==> src/rtl/mte_pkg.sv <==
// ----------------------------------------------------------------------------
// Mutex table engine package
// Field widths, request/state/status codes and the token that walks the cells.
// ----------------------------------------------------------------------------
package mte_pkg;

    localparam int MUTEX_SLOTS_DEF = 64;
    localparam int ID_W            = 16;
    localparam int WAKE_W          = 6;

    typedef enum logic [1:0] {
        REQ_ALLOC   = 2'd0,
        REQ_DEALLOC = 2'd1,
        REQ_LOCK    = 2'd2,
        REQ_UNLOCK  = 2'd3
    } req_type_t;

    typedef enum logic [1:0] {
        SLOT_FREE     = 2'd0,
        SLOT_UNLOCKED = 2'd1,
        SLOT_LOCKED   = 2'd2
    } slot_state_t;

    typedef enum logic [1:0] {
        STAT_OK   = 2'd0,
        STAT_FAIL = 2'd1,
        STAT_BUSY = 2'd2
    } status_t;

    // Request in flight plus its result so far
    typedef struct packed {
        logic              valid;
        req_type_t         req;
        logic [ID_W-1:0]   lock_id;
        logic [ID_W-1:0]   requester_id;
        logic [ID_W-1:0]   new_id;
        logic              done;
        status_t           status;
        logic [ID_W-1:0]   result_id;
        logic              wake_valid;
        logic [WAKE_W-1:0] wake_slot;
    } mte_tok_t;

endpackage

==> src/rtl/mte_cell.sv <==
// ----------------------------------------------------------------------------
// Mutex table engine cell
// Holds one mutex slot and acts on the request token passing through it.
// ----------------------------------------------------------------------------
module mte_cell
    import mte_pkg::*;
#(
    parameter int IDX = 0
) (
    input  logic     clk,
    input  logic     rst_n,
    input  mte_tok_t tok_in,
    output mte_tok_t tok_out
);

    localparam logic [WAKE_W-1:0] SlotTag = WAKE_W'(IDX);

    slot_state_t     state_reg, state_next;
    logic [ID_W-1:0] id_reg, id_next;
    logic [ID_W-1:0] owner_reg, owner_next;
    mte_tok_t        tok_reg, tok_next;
    logic            match;

    assign match = (state_reg != SLOT_FREE) && (id_reg == tok_in.lock_id);

    // Serve the request if no earlier cell has claimed it
    always_comb
    begin
        tok_next   = tok_in;
        state_next = state_reg;
        id_next    = id_reg;
        owner_next = owner_reg;
        if (tok_in.valid && !tok_in.done)
        begin
            unique case (tok_in.req)
                REQ_ALLOC:
                begin
                    if (state_reg == SLOT_FREE)
                    begin
                        state_next         = SLOT_UNLOCKED;
                        id_next            = tok_in.new_id;
                        owner_next         = '0;
                        tok_next.done      = 1'b1;
                        tok_next.status    = STAT_OK;
                        tok_next.result_id = tok_in.new_id;
                    end
                end
                REQ_DEALLOC:
                begin
                    if (match)
                    begin
                        tok_next.done = 1'b1;
                        if (state_reg != SLOT_LOCKED)
                        begin
                            state_next      = SLOT_FREE;
                            id_next         = '0;
                            owner_next      = '0;
                            tok_next.status = STAT_OK;
                        end
                    end
                end
                REQ_LOCK:
                begin
                    if (match)
                    begin
                        tok_next.done = 1'b1;
                        if (state_reg == SLOT_LOCKED)
                        begin
                            tok_next.status = STAT_BUSY;
                        end
                        else
                        begin
                            state_next      = SLOT_LOCKED;
                            owner_next      = tok_in.requester_id;
                            tok_next.status = STAT_OK;
                        end
                    end
                end
                REQ_UNLOCK:
                begin
                    if (match)
                    begin
                        tok_next.done = 1'b1;
                        if (state_reg == SLOT_LOCKED)
                        begin
                            state_next          = SLOT_UNLOCKED;
                            owner_next          = '0;
                            tok_next.status     = STAT_OK;
                            tok_next.wake_valid = 1'b1;
                            tok_next.wake_slot  = SlotTag;
                        end
                    end
                end
                default:
                begin
                    tok_next = tok_in;
                end
            endcase
        end
    end

    // Hold the slot and advance the token one cell
    always_ff @(posedge clk or negedge rst_n)
    begin
        if (!rst_n)
        begin
            state_reg <= SLOT_FREE;
            id_reg    <= '0;
            owner_reg <= '0;
            tok_reg   <= '0;
        end
        else
        begin
            state_reg <= state_next;
            id_reg    <= id_next;
            owner_reg <= owner_next;
            tok_reg   <= tok_next;
        end
    end

    assign tok_out = tok_reg;

endmodule

==> config.mk <==
export PLATFORM = sky130hd
export DESIGN_NAME = mte_cell
export DESIGN_NICKNAME = d
export VERILOG_FILES = /design/src/rtl/mte_pkg.sv /design/src/rtl/mte_cell.sv
export SDC_FILE = /design/constraint.sdc
export NUM_CORES = 1
export LEC_CHECK = 0
export ABC_AREA = 1
export BUFFER_PORTS_ARGS = -buffer_cell sky130_fd_sc_hd__buf_2
export CORE_UTILIZATION = 47
export CTS_CLUSTER_SIZE = 8
export DETAILED_ROUTE_END_ITERATION = 6
export GPL_ROUTABILITY_DRIVEN = 0
export PLACE_DENSITY = 0.91
export SLEW_MARGIN = 20
export SYNTH_ARGS = -nofsm -noshare
export SYNTH_HDL_FRONTEND = slang
export SYNTH_SLANG_ARGS = --single-unit
export TNS_END_PERCENT = 10
==> constraint.sdc <==
create_clock -name clk -period 1.8 [get_ports clk]
set_input_delay 0.36 -clock clk [delete_from_list [all_inputs] [get_ports clk]]
set_output_delay 0.36 -clock clk [all_outputs]
set_load 0.01 [all_outputs]
* Yosys cells after proc, flatten, opt, wreduce, memory -nomap -nowiden
Cells that the tools add are included.
Widths: inputs -> output; s select.
** Storage, ports and cells
- Bits in registers :: 95
- Latch bits :: 0
- Bits in writable memories :: 0
- ROM bits :: 0
- Word-level logic and storage cells :: 59
- Memories kept :: 0
** Cells by class
- Add/subtract/negate cells :: 0
- Multiply operators :: 0
- Divide/modulo/power cells :: 0
- Magnitude comparators :: 0
- Equality and inequality tests :: 13
- Shift operators :: 0
- Mux-type cells :: 25
- Bitwise operators :: 0
- Reductions and logical operators :: 9
** Operators with widths (count)
- $mux 16 :: 4
- $pmux 16 s2 :: 1
- $mux 26 :: 1
- $mux 7 :: 3
- $mux 2 :: 10
- $mux 19 :: 1
- $eq 16x16->1 :: 1
- $ne 2x2->1 const B :: 8
- $pmux 3 s4 :: 1
- $mux 3 :: 3
- $pmux 2 s4 :: 1
- $reduce_and 8->1 :: 1
- $eq 2x2->1 const B :: 3
- $reduce_and 5->1 :: 1
- $logic_not 2->1 :: 2
- $reduce_bool 2->1 :: 2
- $eq 2x1->1 const B :: 1
- $logic_and 1x1->1 :: 2
- $logic_not 1->1 :: 1

* Logic depth before layout (Yosys ltp)
- Word-level depth :: 5
- Gate-level depth with buffers :: 13
- Mapped depth without buffers :: 13

* Worst setup path before layout
OpenSTA, ideal clock, no wires.
- Path kind :: input to register
- Start :: in tok_in[75] (netlist name)
- End :: reg id_reg[10]
- Arrival :: 1.409 ns
- Required time :: 1.655 ns
- Path slack :: 0.246 ns
- Stages on the path :: 5
- Buffers on the path :: 2
- Cells stage by stage :: inv_1 > ha_1 > buf_2 > clkbuf_1 > o31ai_2
** Between the ends
- Longest elaborated chain between the ends :: 3
- Elaborated cells between the ends (all ways) :: 8
** RTL lines
- from (decl) :: line mte_cell.sv:12 : input mte_tok_t tok_in,
- $eq 2x1->1 or $logic_not 2->1 (tied branches) :: line mte_cell.sv:35 : unique case (tok_in.req)
- $ne 2x2->1 (no line) or $reduce_bool 2->1 (tied branches)
- $reduce_and 5->1 (no line)
- to (signal assigned) :: line mte_cell.sv:115 : id_reg <= id_next;
- to (decl) :: line mte_cell.sv:19 : logic [ID_W-1:0] id_reg, id_next;
Parallel ways exist; a longest one is shown, timed or not.
A chain may end at the register's enable or synchronous reset.

==> impl_metrics.yaml <==
sta:
  worst_slack_ns: 0.0491
  hold_viol: 0
  tns_ns: 0
  setup_viol_count_final: 0
  rsz0062_at_grt: "true"
  tightest_slew_ns: 0.467
  skew_ns: 0.00959
  fin_crit_sh: 0.973
  slew_viol_final: 0
  relSlewSlack: 0.688
  period_minus_slack_ns: 1.75
  max_freq_mhz: 571
setup_path:
  critical_path_buf_inv_count: 0
  cp-end-kind: "register"
  crit_fanout: 7
  critical_path_arrival_ns: 2.05
  criticalPathCategory: "register to register"
  critPathMaxStageDelay_ns: 0.42
  critical-path-slowest-cell: "dfrtp_1"
  cp_top_family: "simple AND/OR/NAND/NOR gates"
  critPathLaunchType: "register"
  critPathRequiredTime_ns: 2.10
  crit_chain: "xnor2_1 -> nand3_1 -> nor2_2 -> nand4_1 -> nor3_4 -> or2_2"
pwr:
  peakVddDrop_mv: 0.502
  clkPwrFrac: 0.257
  comb_power_share: 0.226
  p_sw_uw: 1490
  seq_power_share: 0.517
  leakagePower_uw: 0.00262
  power.density_nw_per_um2: 994
  sw_frac_of_total: 0.310
  internal_power_uw: 3320
layout:
  mostFrequentLayoutCells: "154 x buf_2, 95 x dfrtp_1, 84 x nand2_1, 53 x inv_1, 17 x o21ai_0"
  design_area_um2: 4840
  final_common_cell: "buf_2"
  nets: 595
  stdcell_count: 614
  areaGrowthSynthToFinish_pct: 31.2
  antenna_cells: 0
  n_fill_cell: 585
  largest_register_ffs: 77
  layout-drive-gt1-share: 0.414
global_route:
  gr-usage-all-layers: 0.209
  overflow: 0
  antenna_found_initial: 0
  grt_max_degree: 96
  first_global_vias: 2934
  grt_pass1_wl_um: 13300
route:
  drc: 0
  wl_met1_um: 3210
  viasPerCell: 4.81
  postRouteAntennaNets: 0
  num_vias: 2953
  drt_pass1_iterations: 4
  wl_um: 8180
  first_iter_violations: 163
  route.met2.wl_um: 4140
  met3_length_um: 618
  wl_per_cell_um: 13.3
  routed.top_layer: "met4"
clock_tree:
  cts_tree: "yes"
  clock-sinks: 95
  clock_path_buffers: 2
  insertion_delay_ns: 0.36
  cts-root-buf: "clkbuf_8"
  htreeDepth: 3
  cts_inserted_buffers: 9
  path_clk_slew_ns: 0.09
placement:
  hpwl_um: 5930
  port_buffers: 155
  dp.cells: 597
  dpl_cell_area_um2: 4630
  dp_slack_ns: -0.0268
status:
  status: "finished, final reports clean"
hold_path:
  min_path_type: "input pin to async pin"
floorplan:
  die-area_um2: 8210
  die-width_um: 90.6
  fp.dieH_um: 90.6
  ioPinCount: 156
  coreArea_um2: 7410
  start_util: 0.498
  num_rows: 31
synthesis:
  avgSynthCellArea_um2: 10.7
  yosys_warnings: 0
  yosysSeqAreaShare: 0.644
  syn_inst: 345
  netlist_area_um2: 3690
  syn_nets: 429
  synth-seq-cells: 95
  synth_cell_types: 29
run:
  drv_cap: 0
what timing repair did:
action / CTS / global route
buffers inserted: 0 / 2
endpoints found under the setup margin: 0 / 27
hold buffers: 0 / 0
gates resized for setup: 0 / 7
worst register-to-register path, stage by stage (launching register included):
cell	delay, ns
dfrtp_1	0.42
xnor2_1	0.22
nand3_1	0.12
nor2_2	0.20
nand4_1	0.25
nor3_4	0.32
or2_2	0.17
layout make-up:
cell class / count / area, um2 / share of cell area
Sequential cell: 95 / 2380 / 0.491
Clock inverter: 6 / 45.0 / 0.00930
Multi-Input combinational cell: 186 / 1080 / 0.224
Clock buffer: 9 / 124 / 0.0256
Tap cell: 99 / 124 / 0.0256
Inverter: 55 / 206 / 0.0426
Timing Repair Buffer: 164 / 883 / 0.182
power groups by stage:
| stage | Sequential, uW | Clock [uW] | Combinational [uW] |
|---|---|---|---|
| 6_report | 2490 | 1240 | 1090 |
| 5_1_grt | 2510 | 1380 | 1230 |
| 4_1_cts | 2480 | 1270 | 1040 |
| 3_5_place_dp | 2520 | 0 | 1030 |
| 3_3_place_gp | 2520 | 0 | 979 |
| 2_1_floorplan | 2560 | 0 | 578 |
per-layer routing:
layer  track usage  vias up
li1              -     1407
met1         0.254     1383
met3        0.0598       21
met5             0        -
met2         0.348      142
met4        0.0887        0
metrics by stage:
stage           util  hold WS (ns)  power (uW)
3_5_place_dp   0.625         0.450        3550
2_1_floorplan      -        0.0644        3140
5_1_grt        0.654        0.0597        5120
3_3_place_gp   0.625         0.438        3500
6_report       0.654        0.0358        4810
4_1_cts        0.648        0.0588        4790
synthesized netlist by cell type (all sizes together):
| cell type | instances | area share |
|---|---|---|
| o31ai | 16 | 0.052 |
| dfrtp | 95 | 0.64 |
| inv | 55 | 0.056 |
| ha | 5 | 0.017 |
| nand4 | 6 | 0.010 |
| o21bai | 1 | 0.0020 |
| a21oi | 6 | 0.0081 |
| nand2 | 91 | 0.098 |
| or2 | 1 | 0.0017 |
| buf | 4 | 0.0088 |
| nor2b | 1 | 0.0017 |
| nor2 | 21 | 0.027 |
| clkbuf | 5 | 0.0051 |
| o21ai | 19 | 0.026 |
| xnor2 | 6 | 0.014 |
| nor3 | 3 | 0.0071 |
| nand3b | 1 | 0.0020 |
| or3b | 1 | 0.0024 |
| nand3 | 8 | 0.018 |
final timing paths:
kind / from / endpoint / slack (ns) / cells past startpoint
max: id_reg[12]$_DFFE_PN0P_ / tok_out[6]$_DFF_PN0_ / 0.05 / 6
min: rst_n / tok_out[48]$_DFF_PN0_ / 0.04 / 2
max reg2reg: id_reg[12]$_DFFE_PN0P_ / tok_out[6]$_DFF_PN0_ / 0.05 / 6
min reg2reg: state_reg[1]$_DFFE_PN0P_ / state_reg[1]$_DFFE_PN0P_ / 0.49 / 2
max in group asynchronous: rst_n / tok_out[43]$_DFF_PN0_ / 1.41 / 2
min in group clk: tok_in[55] / tok_out[55]$_DFF_PN0_ / 0.10 / 1
cell families after synthesis:
group                      after synthesis  synth area share
and+or+nand+nor                        133             0.167
DFF                                     95             0.644
buffers and inverters                   64            0.0698
AOI/OAI and AO/OA                       42            0.0875
xor gates and xnor gates                 6            0.0142
adders and majority gates                5            0.0169
(Power assumes the default switching activity.)
